==> config.mk <==
export PLATFORM = sky130hd
export DESIGN_NAME = button_click_event_detector
export DESIGN_NICKNAME = d
export VERILOG_FILES = /design/src/bced_pkg.sv /design/src/button_click_event_detector.sv /design/src/bced_core.sv
export SDC_FILE = /design/constraint.sdc
export NUM_CORES = 1
export LEC_CHECK = 0
export BUFFER_PORTS_ARGS = -buffer_cell sky130_fd_sc_hd__buf_2
export CORE_ASPECT_RATIO = 0.7
export CORE_MARGIN = 8
export CORE_UTILIZATION = 45
export CTS_BUF_LIST = sky130_fd_sc_hd__clkbuf_8
export DETAILED_ROUTE_END_ITERATION = 12
export PLACE_DENSITY = 0.72
export SLEW_MARGIN = 20
export SYNTH_ARGS = -nofsm -noshare
export SYNTH_HDL_FRONTEND = slang
export SYNTH_SLANG_ARGS = --single-unit
==> constraint.sdc <==
create_clock -name clk_i -period 6.7 [get_ports clk_i]
set_input_delay 2.01 -clock clk_i [delete_from_list [all_inputs] [get_ports clk_i]]
set_output_delay 2.01 -clock clk_i [all_outputs]
set_load 0.05 [all_outputs]
==> src/bced_pkg.sv <==
`timescale 1ns / 1ps

package bced_pkg;

  localparam int unsigned TICK_BITS_DEF   = 32;
  localparam int unsigned TIMEOUT_BITS    = 32;
  localparam int unsigned SAMPLE_BITS     = 32;
  localparam int unsigned ID_BITS         = 16;
  localparam int unsigned TAG_BITS        = 32;
  localparam int unsigned KIND_BITS       = 3;
  localparam int unsigned LEVEL_BITS      = 2;
  localparam int unsigned CODE_BITS       = 2;
  localparam int unsigned MAX_EVENTS      = 3;
  localparam int unsigned CFG_ADDR_BITS   = 2;
  localparam int unsigned CFG_DATA_BITS   = 32;
  localparam int unsigned IN_DATA_BITS    = 88;
  localparam int unsigned OUT_DATA_BITS   = 104;

  localparam logic [TIMEOUT_BITS-1:0] CLICK_TIMEOUT_RST  = 32'd500;
  localparam logic [TIMEOUT_BITS-1:0] DOUBLE_TIMEOUT_RST = 32'd1000;

  localparam logic [LEVEL_BITS-1:0] LEVEL_ZERO = 2'b00;
  localparam logic [LEVEL_BITS-1:0] LEVEL_POS  = 2'b01;
  localparam logic [LEVEL_BITS-1:0] LEVEL_NEG  = 2'b11;

  typedef enum logic [KIND_BITS-1:0] {
    KIND_MOMENTARY = 3'd0,
    KIND_TOGGLE    = 3'd1,
    KIND_SELECTOR  = 3'd2,
    KIND_ON_OFF    = 3'd3,
    KIND_ONE_SHOT  = 3'd4
  } kind_e;

  typedef enum logic [CODE_BITS-1:0] {
    EV_PRESS   = 2'd0,
    EV_RELEASE = 2'd1,
    EV_CLICK   = 2'd2,
    EV_DOUBLE  = 2'd3
  } event_e;

  typedef enum logic [1:0] {
    LAST_NONE    = 2'd0,
    LAST_PRESS   = 2'd1,
    LAST_RELEASE = 2'd2
  } last_e;

  typedef enum logic [CFG_ADDR_BITS-1:0] {
    REG_BUTTON_KIND    = 2'd0,
    REG_CLICK_TIMEOUT  = 2'd1,
    REG_DOUBLE_TIMEOUT = 2'd2,
    REG_CONTROL_ID     = 2'd3
  } reg_e;

  typedef struct packed {
    logic [1:0]                          cnt;
    logic [MAX_EVENTS-1:0][CODE_BITS-1:0] code;
  } event_set_t;

endpackage

==> src/button_click_event_detector.sv <==
// a request is held in the input register, then its events go to the output event register
// throughput: one request per cycle when it yields no event and the output event register is empty;
// otherwise events (up to three) leave one by one from the single output event register
// reset: asynchronous active low, clears button state and loads default config
`timescale 1ns / 1ps

module button_click_event_detector #(
  parameter int unsigned TickBits = bced_pkg::TICK_BITS_DEF
) (
  input  logic                                  clk_i,
  input  logic                                  rst_ni,
  input  logic                                  cfg_we_i,
  input  logic [bced_pkg::CFG_ADDR_BITS-1:0]    cfg_addr_i,
  input  logic [bced_pkg::CFG_DATA_BITS-1:0]    cfg_wdata_i,
  input  logic                                  s_axis_tvalid,
  output logic                                  s_axis_tready,
  // button_level, sample_tick, app_ctrl_id, app_ctrl_tag
  input  logic [bced_pkg::IN_DATA_BITS-1:0]     s_axis_tdata,
  output logic                                  m_axis_tvalid,
  input  logic                                  m_axis_tready,
  // event_code, out_control_id, out_app_ctrl_id, out_app_ctrl_tag, event_tick
  output logic [bced_pkg::OUT_DATA_BITS-1:0]    m_axis_tdata,
  output logic                                  m_axis_tlast
);

  localparam int unsigned LB = bced_pkg::LEVEL_BITS;
  localparam int unsigned SB = bced_pkg::SAMPLE_BITS;
  localparam int unsigned IB = bced_pkg::ID_BITS;
  localparam int unsigned GB = bced_pkg::TAG_BITS;
  localparam int unsigned CB = bced_pkg::CODE_BITS;
  localparam int unsigned PayBits = CB + IB + IB + GB + SB;

  logic [bced_pkg::KIND_BITS-1:0]    button_kind_q;
  logic [bced_pkg::TIMEOUT_BITS-1:0] click_timeout_q;
  logic [bced_pkg::TIMEOUT_BITS-1:0] double_timeout_q;
  logic [IB-1:0]                     control_id_q;

  always_ff @(posedge clk_i or negedge rst_ni) begin
    if (!rst_ni) begin
      button_kind_q    <= bced_pkg::KIND_MOMENTARY;
      click_timeout_q  <= bced_pkg::CLICK_TIMEOUT_RST;
      double_timeout_q <= bced_pkg::DOUBLE_TIMEOUT_RST;
      control_id_q     <= '0;
    end else if (cfg_we_i) begin
      case (cfg_addr_i)
        bced_pkg::REG_BUTTON_KIND:    button_kind_q    <= cfg_wdata_i[bced_pkg::KIND_BITS-1:0];
        bced_pkg::REG_CLICK_TIMEOUT:  click_timeout_q  <= cfg_wdata_i;
        bced_pkg::REG_DOUBLE_TIMEOUT: double_timeout_q <= cfg_wdata_i;
        bced_pkg::REG_CONTROL_ID:     control_id_q     <= cfg_wdata_i[IB-1:0];
        default: ;
      endcase
    end
  end

  // input register
  logic          in_valid_q;
  logic [LB-1:0] in_level_q;
  logic [SB-1:0] in_tick_q;
  logic [IB-1:0] in_id_q;
  logic [GB-1:0] in_tag_q;

  // output event register
  logic [1:0]                         out_cnt_q;
  logic [bced_pkg::MAX_EVENTS-1:0][CB-1:0] out_code_q;
  logic [IB-1:0]                      out_ctl_q;
  logic [IB-1:0]                      out_id_q;
  logic [GB-1:0]                      out_tag_q;
  logic [SB-1:0]                      out_tick_q;

  logic                 accept, fire, buf_free, take, load;
  bced_pkg::event_set_t evs;

  assign take          = m_axis_tvalid && m_axis_tready;
  assign buf_free      = (out_cnt_q == 2'd0) || ((out_cnt_q == 2'd1) && m_axis_tready);
  assign fire          = in_valid_q && buf_free;
  assign s_axis_tready = !in_valid_q || fire;
  assign accept        = s_axis_tvalid && s_axis_tready;
  assign load          = fire && (evs.cnt != 2'd0);

  bced_core #(
    .TickBits (TickBits)
  ) u_core (
    .clk_i            (clk_i),
    .rst_ni           (rst_ni),
    .fire_i           (fire),
    .level_i          (in_level_q),
    .tick_i           (TickBits'(in_tick_q)),
    .button_kind_i    (button_kind_q),
    .click_timeout_i  (click_timeout_q),
    .double_timeout_i (double_timeout_q),
    .events_o         (evs)
  );

  always_ff @(posedge clk_i or negedge rst_ni) begin
    if (!rst_ni) begin
      in_valid_q <= 1'b0;
    end else if (accept) begin
      in_valid_q <= 1'b1;
    end else if (fire) begin
      in_valid_q <= 1'b0;
    end
  end

  always_ff @(posedge clk_i) begin
    if (accept) begin
      in_level_q <= s_axis_tdata[LB-1:0];
      in_tick_q  <= s_axis_tdata[LB+SB-1:LB];
      in_id_q    <= s_axis_tdata[LB+SB+IB-1:LB+SB];
      in_tag_q   <= s_axis_tdata[LB+SB+IB+GB-1:LB+SB+IB];
    end
  end

  always_ff @(posedge clk_i or negedge rst_ni) begin
    if (!rst_ni) begin
      out_cnt_q <= 2'd0;
    end else if (load) begin
      out_cnt_q <= evs.cnt;
    end else if (take) begin
      out_cnt_q <= out_cnt_q - 2'd1;
    end
  end

  always_ff @(posedge clk_i) begin
    if (load) begin
      out_code_q <= evs.code;
      out_ctl_q  <= control_id_q;
      out_id_q   <= in_id_q;
      out_tag_q  <= in_tag_q;
      out_tick_q <= in_tick_q;
    end else if (take) begin
      out_code_q[0] <= out_code_q[1];
      out_code_q[1] <= out_code_q[2];
    end
  end

  assign m_axis_tvalid = (out_cnt_q != 2'd0);
  assign m_axis_tlast  = (out_cnt_q == 2'd1);
  assign m_axis_tdata  = {(bced_pkg::OUT_DATA_BITS - PayBits)'(0),
                          out_tick_q, out_tag_q, out_id_q, out_ctl_q, out_code_q[0]};

endmodule

==> src/bced_core.sv <==
`timescale 1ns / 1ps

module bced_core #(
  parameter int unsigned TickBits = bced_pkg::TICK_BITS_DEF
) (
  input  logic                                    clk_i,
  input  logic                                    rst_ni,
  input  logic                                    fire_i,
  input  logic [bced_pkg::LEVEL_BITS-1:0]         level_i,
  input  logic [TickBits-1:0]                     tick_i,
  input  logic [bced_pkg::KIND_BITS-1:0]          button_kind_i,
  input  logic [bced_pkg::TIMEOUT_BITS-1:0]       click_timeout_i,
  input  logic [bced_pkg::TIMEOUT_BITS-1:0]       double_timeout_i,
  output bced_pkg::event_set_t                    events_o
);

  localparam int unsigned CmpBits =
    (TickBits > bced_pkg::TIMEOUT_BITS) ? TickBits : bced_pkg::TIMEOUT_BITS;

  logic [bced_pkg::LEVEL_BITS-1:0] prev_level_q, prev_level_d;
  bced_pkg::last_e                 last_event_q, last_event_d;
  logic [TickBits-1:0]             press_tick_q, press_tick_d;
  logic [TickBits-1:0]             first_tick_q, first_tick_d;
  logic [1:0]                      click_count_q, click_count_d;

  logic [TickBits-1:0] el_press, el_first;
  logic                click_ok, double_ok;

  assign el_press  = tick_i - press_tick_q;
  assign el_first  = tick_i - first_tick_q;
  assign click_ok  = CmpBits'(el_press) <= CmpBits'(click_timeout_i);
  assign double_ok = CmpBits'(el_first) <= CmpBits'(double_timeout_i);

  always_comb begin
    logic                           has_ev;
    bced_pkg::event_e               ev;
    logic [1:0]                     n;
    logic [1:0]                     cc;
    bced_pkg::event_set_t           evs;
    has_ev        = 1'b0;
    ev            = bced_pkg::EV_PRESS;
    n             = 2'd0;
    cc            = click_count_q;
    evs           = '0;
    prev_level_d  = prev_level_q;
    last_event_d  = last_event_q;
    press_tick_d  = press_tick_q;
    first_tick_d  = first_tick_q;
    click_count_d = click_count_q;

    if (level_i != prev_level_q) begin
      if (level_i == bced_pkg::LEVEL_POS) begin
        case (button_kind_i)
          bced_pkg::KIND_MOMENTARY,
          bced_pkg::KIND_TOGGLE,
          bced_pkg::KIND_SELECTOR,
          bced_pkg::KIND_ONE_SHOT: has_ev = 1'b1;
          bced_pkg::KIND_ON_OFF:   has_ev = (prev_level_q == bced_pkg::LEVEL_ZERO);
          default:                 has_ev = 1'b0;
        endcase
        ev = bced_pkg::EV_PRESS;
      end else if (level_i == bced_pkg::LEVEL_NEG) begin
        has_ev = (button_kind_i == bced_pkg::KIND_ON_OFF) &&
                 (prev_level_q == bced_pkg::LEVEL_ZERO);
        ev     = bced_pkg::EV_RELEASE;
      end else begin
        case (button_kind_i)
          bced_pkg::KIND_MOMENTARY,
          bced_pkg::KIND_TOGGLE,
          bced_pkg::KIND_SELECTOR: has_ev = 1'b1;
          default:                 has_ev = 1'b0;
        endcase
        ev = bced_pkg::EV_RELEASE;
      end

      if (has_ev) begin
        evs.code[n]  = ev;
        n            = n + 2'd1;
        last_event_d = (ev == bced_pkg::EV_PRESS) ? bced_pkg::LAST_PRESS
                                                  : bced_pkg::LAST_RELEASE;
      end

      case (last_event_d)
        bced_pkg::LAST_PRESS: begin
          press_tick_d = tick_i;
          if (!double_ok) begin
            cc = 2'd0;
          end
          if (cc == 2'd0) begin
            first_tick_d = tick_i;
          end
          click_count_d = (cc == 2'd3) ? cc : cc + 2'd1;
        end
        bced_pkg::LAST_RELEASE: begin
          if (click_ok) begin
            evs.code[n] = bced_pkg::EV_CLICK;
            n           = n + 2'd1;
          end
          if (click_count_q == 2'd2) begin
            if (double_ok) begin
              evs.code[n] = bced_pkg::EV_DOUBLE;
              n           = n + 2'd1;
            end
            click_count_d = 2'd0;
          end
        end
        default: ;
      endcase

      prev_level_d = level_i;
    end

    evs.cnt  = n;
    events_o = evs;
  end

  always_ff @(posedge clk_i or negedge rst_ni) begin
    if (!rst_ni) begin
      prev_level_q  <= bced_pkg::LEVEL_ZERO;
      last_event_q  <= bced_pkg::LAST_NONE;
      press_tick_q  <= '0;
      first_tick_q  <= '0;
      click_count_q <= 2'd0;
    end else if (fire_i) begin
      prev_level_q  <= prev_level_d;
      last_event_q  <= last_event_d;
      press_tick_q  <= press_tick_d;
      first_tick_q  <= first_tick_d;
      click_count_q <= click_count_d;
    end
  end

endmodule

* After elaboration in Yosys (flattened, before gate mapping)
Index checks and enable logic that the tools add are counted.
** Word-level totals
- Bits of input ports :: 127
- Register bits :: 340
- Output and inout bits :: 107
- Logic and storage cells :: 131
** Operators by class
- Bitwise logic cells :: 4
- Reductions and logical operators :: 33
- Magnitude comparators :: 6
- Equality and inequality tests :: 16
- Mux-type cells :: 44
- $add $sub $neg :: 6
** Operators with widths (number)
- $le 32x32->1 :: 2
- $sub 32x32->32 :: 2
- $mux 2 :: 23
- $mux 6 :: 5
- $mux 4 :: 4
- $eq 2x2->1 const B :: 6
- $reduce_and 2->1 :: 6
- $logic_not 2->1 :: 5
- $reduce_bool 2->1 :: 5
- $demux 2 s2 :: 2
- $eq 2x1->1 const B :: 4
- $logic_and 1x1->1 :: 8
- $mux 1 :: 8
- $reduce_and 4->1 :: 2
- $add 2x1->2 const B :: 3
- $eq 3x2->1 const B :: 2
- $lt 2x3->1 const B :: 2
- $or 6x6->6 :: 1
- $ge 2x1->1 const B :: 2
- $pmux 2 s2 :: 1
- $reduce_or 4->1 :: 1
- $and 1x3->3 :: 1
- $eq 3x1->1 const B :: 1
- $eq 3x3->1 const B :: 1
- other kinds (11) :: 12

* Depth between registers and ports, before layout
- Depth after elaboration :: 23
- Mapped depth :: 32
- Gate-level depth less buffers :: 32

* Hierarchy
Synthesis repeated with hierarchy kept, for this count alone.
** Second synthesis, totals
- Cell total of the unflattened synthesis :: 1329
- Area, all modules :: 16811.1 sq um
** By module, submodules not included
- button_click_event_detector :: seq. area each 7692.4 sq um, times used 1, area each 9016.1 sq um, cells each 402
- bced_core :: seq. area each 1751.7 sq um, times used 1, area each 7795.0 sq um, cells each 927

* Worst setup path before layout
OpenSTA, ideal clock, no wires.
- Kind :: register to register
- Start :: register in_tick_q[0]
- End :: register out_code_q, in the netlist m_axis_tdata[0] (data pin)
- Required time :: 6438 ps
- Cell stages (with the launch flop) :: 32
- Library setup time :: 262 ps
- Setup slack :: 474 ps
- Clock period less this slack :: 6226 ps
- Data arrival time :: 5964 ps
- Path buffers :: 0
- Cell sequence :: edfxtp_1 inv_1 ha_1 fa_1 inv_1 a21o_1 a21oi_1 o21ai_1 a211o_1 a31oi_2 o21ai_2 a31oi_2 o21ai_1 xor2_1 ha_1 a21oi_1 nor2b_1 o21ai_0 nand2b_1 a21oi_1 nor2_1 a211oi_1 o2bb2ai_1 a21o_1 ha_1 nor2_1 mux2i_1 o221ai_1 nand2_1 o21ai_4 nand2b_4 mux2_4
** Between the ends
- Elaborated cells between the ends (all ways) :: 28
- Those cells by class :: 3 x add/sub; 4 x order compare; 17 x mux; 1 x bitwise; 3 x reduce/logical
** RTL lines
- from (decl) :: line button_click_event_detector.sv:58 : logic [SB-1:0] in_tick_q;
- from (signal assigned) :: line button_click_event_detector.sv:107 : in_tick_q <= s_axis_tdata[LB+SB-1:LB];
- $sub 32x32->32 :: line bced_core.sv:29 : assign el_press = tick_i - press_tick_q;
- $le 32x32->1 :: line bced_core.sv:31 : assign click_ok = CmpBits'(el_press) <= CmpBits'(click_timeout_i);
- $mux 2 :: line bced_core.sv:95 : if (click_ok) begin
- $mux 2 :: line bced_core.sv:83 : case (last_event_d)
- $mux 2 :: line bced_core.sv:51 : if (level_i != prev_level_q) begin
- $add 2x1->2 :: line bced_core.sv:102 : n = n + 2'd1;
- $mux 2 :: line bced_core.sv:100 : if (double_ok) begin
- $mux 2 * :: line bced_core.sv:99 : if (click_count_q == 2'd2) begin
- $mux 2 * :: line bced_core.sv:83
- $mux 2 * :: line bced_core.sv:51
- $reduce_bool 2->1 * :: line button_click_event_detector.sv:78 : assign load = fire && (evs.cnt != 2'd0);
- $logic_and 1x1->1 * :: line button_click_event_detector.sv:78
- via load :: line button_click_event_detector.sv:70 : logic accept, fire, buf_free, take, load;
- $mux 4 * :: line button_click_event_detector.sv:124 : if (load) begin
- to (signal assigned) :: line button_click_event_detector.sv:125 : out_code_q <= evs.code;
- to (decl) :: line button_click_event_detector.sv:64 : logic [bced_pkg::MAX_EVENTS-1:0][CB-1:0] out_code_q;
The timed path passes the listed nets; every way through them passes the cells marked *. The select of a mux whose other input is x is not followed.
A chain may end at the register's enable or synchronous reset.

* Worst setup path after layout
- Start :: register in_tick_q[0]
- End :: register out_tag_q[5], enable pin
** Between the ends
- Longest elaborated chain between the ends :: 12
- Elaborated cells between the ends (all ways) :: 14
- Those cells by class :: 3 x add/sub; 2 x order compare; 7 x mux; 2 x reduce/logical
** Ends and longest elaborated chain
- $sub 32x32->32 :: line bced_core.sv:29
- $le 32x32->1 :: line bced_core.sv:31
- $mux 2 :: line bced_core.sv:95
- $mux 2 :: line bced_core.sv:83
- $mux 2 :: line bced_core.sv:51
- $add 2x1->2 :: line bced_core.sv:102
- $mux 2 :: line bced_core.sv:100
- $mux 2 * :: line bced_core.sv:99
- $mux 2 * :: line bced_core.sv:83
- $mux 2 * :: line bced_core.sv:51
- $reduce_bool 2->1 * :: line button_click_event_detector.sv:78
- $logic_and 1x1->1 * :: line button_click_event_detector.sv:78
- via load :: line button_click_event_detector.sv:70
- to (signal assigned) :: line button_click_event_detector.sv:128 : out_tag_q <= in_tag_q;
- to (decl) :: line button_click_event_detector.sv:67 : logic [GB-1:0] out_tag_q;
Marked as above.

==> key figures <==
Global route
  – GR Overflow Total: 0
  – Via count of the first global-routing pass: 11500
  – Overall global routing resource usage: 17.8%
  – Largest net degree at the start of global routing: 64
  – Initial antenna violation count: 4
  – First-pass GRT wire length: 62.0 mm

Detailed routing
  – DRT antenna net count: 0
  – Number of vias per cell: a little over 5
  – Drt pass-1 iters: 5
  – DR vias: 11100
  – Routed WL: 39.4 mm
  – Iter 0 DRT Violations: 804
  – Post-DR wirelength/cell: 18.4 um
  – DRC Markers: 0

Synth
  – Most common cell in the netlist: edfxtp_1
  – Synth top cells by count: edfxtp_1 (183), dfrtp_1 (144), inv_1 (144), ha_1 (132), mux2_2 (115)
  – Synthesized cell area: roughly 17000 um2
  – Sequential-to-total area share from yosys stat: 56.6%
  – Post-Syn Instances: about 1300
  – Asr flop ratio synth: 46.0%
  – Leading area contributor after synthesis: edfxtp_1
  – Synth area leaders: edfxtp_1 (33%), dfrtp_1 (22%), ha_1 (9.9%)
  – YS warnings: 0
  – Avg Synthesized Cell Area: 12.5 um2
  – Number of synthesized flops with an enable pin: 183
  – Synth cell types: 76
  – Yosys top cell area share: 33.0%
  – Ys flop type: edfxtp_1
  – Synth Register Bits: 339

Hold path
  – HP Class: register to register

Final layout
  – Fill cells: 3195
  – Share of post-route cells with drive strength above 1: 29.3%
  – Layout area overhead: 18.0%
  – Final nets: 1871

STA
  – Fmax: 0.157 GHz
  – Worst slew pin tran: 900 ps
  – Skew final: 37.3 ps
  – Setup violators final: 0
  – Slew margin rel.: 39.8%
  – Fin crit share: 95.0%
  – Final slew viol count: 0
  – Total negative slack: 0 ps
  – Fin. Hold Viols: 0
  – Clock period minus worst slack: 6370 ps
  – RSZ-0062 raised after global routing: no

Clock network
  – Hold_buf cts: 0
  – Clk root buf: clkbuf_8
  – Worst-Skew Late Latency: around 620 ps
  – Deepest clock path buffer count: 3
  – Depth of the CTS H-tree: 2
  – Sink Count: 339
  – CTS tree: built
  – Clk pin slew, worst setup/hold paths: 70 ps
  – Num CTS Buffers: 54

Worst setup path
  – CP required: 7000 ps
  – CP dominant cell by count: ha_1
  – Critical Path Source Type: register
  – Nature of the critical path endpoint: register
  – Worst-path fanout max: 48
  – CP Data Arrival Time: approximately 6700 ps
  – Slowest CP cell: edfxtp_1
  – Crit path largest cell delay: 440 ps
  – Crit Path Class: register to register

Die
  – FP Rows: 59
  – DIE AREA: 43500 um2
  – Initial Utilization: 45.2%
  – Die Wd: 246 um
  – Die Y: 177 um
  – I/O pins: 234
  – Core region area: 36800 um2

Outcome
  – Status: finished clean

Place
  – Placer Congestion: around 0.91
  – Port bufs: 221
  – Dpl hpwl: between 20 and 30 mm

Run
  – # Max-Cap Violations: 0
-- per-layer routing --
| layer | share of wire (%) | wire [um] | up-vias | track usage [%] |
|---|---|---|---|---|
| met2 | 44 | 17400 | 280 | 27.3 |
| li1 | - | - | 5350 | - |
| met1 | 48 | 18800 | 5381 | 25.1 |
| met4 | 1.8 | 710 | 0 | 4.24 |
| met5 | 0 | 0 | - | 0 |
| met3 | 6.3 | 2480 | 67 | 4.64 |
-- path summary, 6_finish.rpt --
kind	cells past startpoint	to	slack, ps	startpoint
max	28	out_tag_q[5]	330	in_tick_q[0]
min	0	out_id_q[2]	410	in_id_q[2]
max reg2reg	28	out_tag_q[5]	330	in_tick_q[0]
min reg2reg	0	out_id_q[2]	410	in_id_q[2]
max in group asynchronous	2	u_core.first_tick_q[21]	4190	rst_ni
min in group asynchronous	1	control_id_q[6]	1400	rst_ni
-- registers in the layout, summed over array words and instances, names as in the netlist, 32 cells and up --
| signal | flops |
|---|---|
| u_core.press_tick_q | 32 |
| click_timeout_q | 32 |
| in_tick_q | 32 |
| out_tag_q | 32 |
| out_tick_q | 32 |
| double_timeout_q | 32 |
| in_tag_q | 32 |
| u_core.first_tick_q | 32 |
-- through the flow --
stage | setup slack [ps] | hold WS (ps) | std cells | area (um2) | util [%]
after floorplan | 474 | 400 | 1339 | 16600 | -
after global placement | 332 | 400 | 2039 | 18400 | 50.1
after detailed placement | 194 | 405 | 2039 | 18400 | 50.1
after CTS | 141 | 415 | 2140 | 19600 | 53.2
after global routing | 6.72 | 423 | 2145 | 19600 | 53.4
final | 332 | 410 | 2145 | 19600 | 53.4
-- layout by cell type, fill, tap and decap left out, types with 40 or more instances in the layout --
| cell type | n |
|---|---|
| xnor2_1 | 41 |
| clkbuf_8 | 63 |
| nor2_1 | 40 |
| dfrtp_1 | 144 |
| inv_1 | 155 |
| a21oi_1 | 76 |
| nand2_1 | 78 |
| a21o_1 | 43 |
| o21ai_0 | 68 |
| buf_2 | 220 |
| mux2_2 | 115 |
| edfxtp_1 | 183 |
| ha_1 | 132 |
-- logic make-up after synthesis --
group,Yosys count,share of synthesized area [%]
other cells,1,0.0225
mux,119,8.09
fa+ha+maj,134,10.2
flops,339,56.6
simple gates,233,7.09
xor+xnor,61,3.21
compound gates,273,10.6
buf+inv,174,4.17
-- what timing repair did --
| action | in CTS | in global routing |
|---|---|---|
| endpoints found under the setup margin | 0 | 104 |
| buffers inserted | 0 | 3 |
| gates resized for setup | 0 | 5 |
-- critical path, delay by kind of cell, from the launching register on --
| kind | cells | cell delay, ps |
|---|---|---|
| simple gates | 6 | 1170 |
| fa+ha+maj | 4 | 1250 |
| compound gates | 12 | 2360 |
| buf+inv | 4 | 570 |
| flops | 1 | 440 |
| xor+xnor | 1 | 110 |
| mux | 1 | 90 |
-- layout make-up --
cell class                 instances  area (um2)  share of cell area [%]
multi-input combinational        826        6580                    33.6
timing repair buffer             245        1320                    6.72
inverter                         144         541                    2.76
tap                              488         611                    3.11
antenna                            2        5.00                  0.0255
sequential                       339        9410                    48.0
clock buffer                      63         867                    4.42
clock inverter                    38         282                    1.43
Power is not shown: default switching activity piles up to over one toggle a cycle in this logic, so the estimate is an artifact.
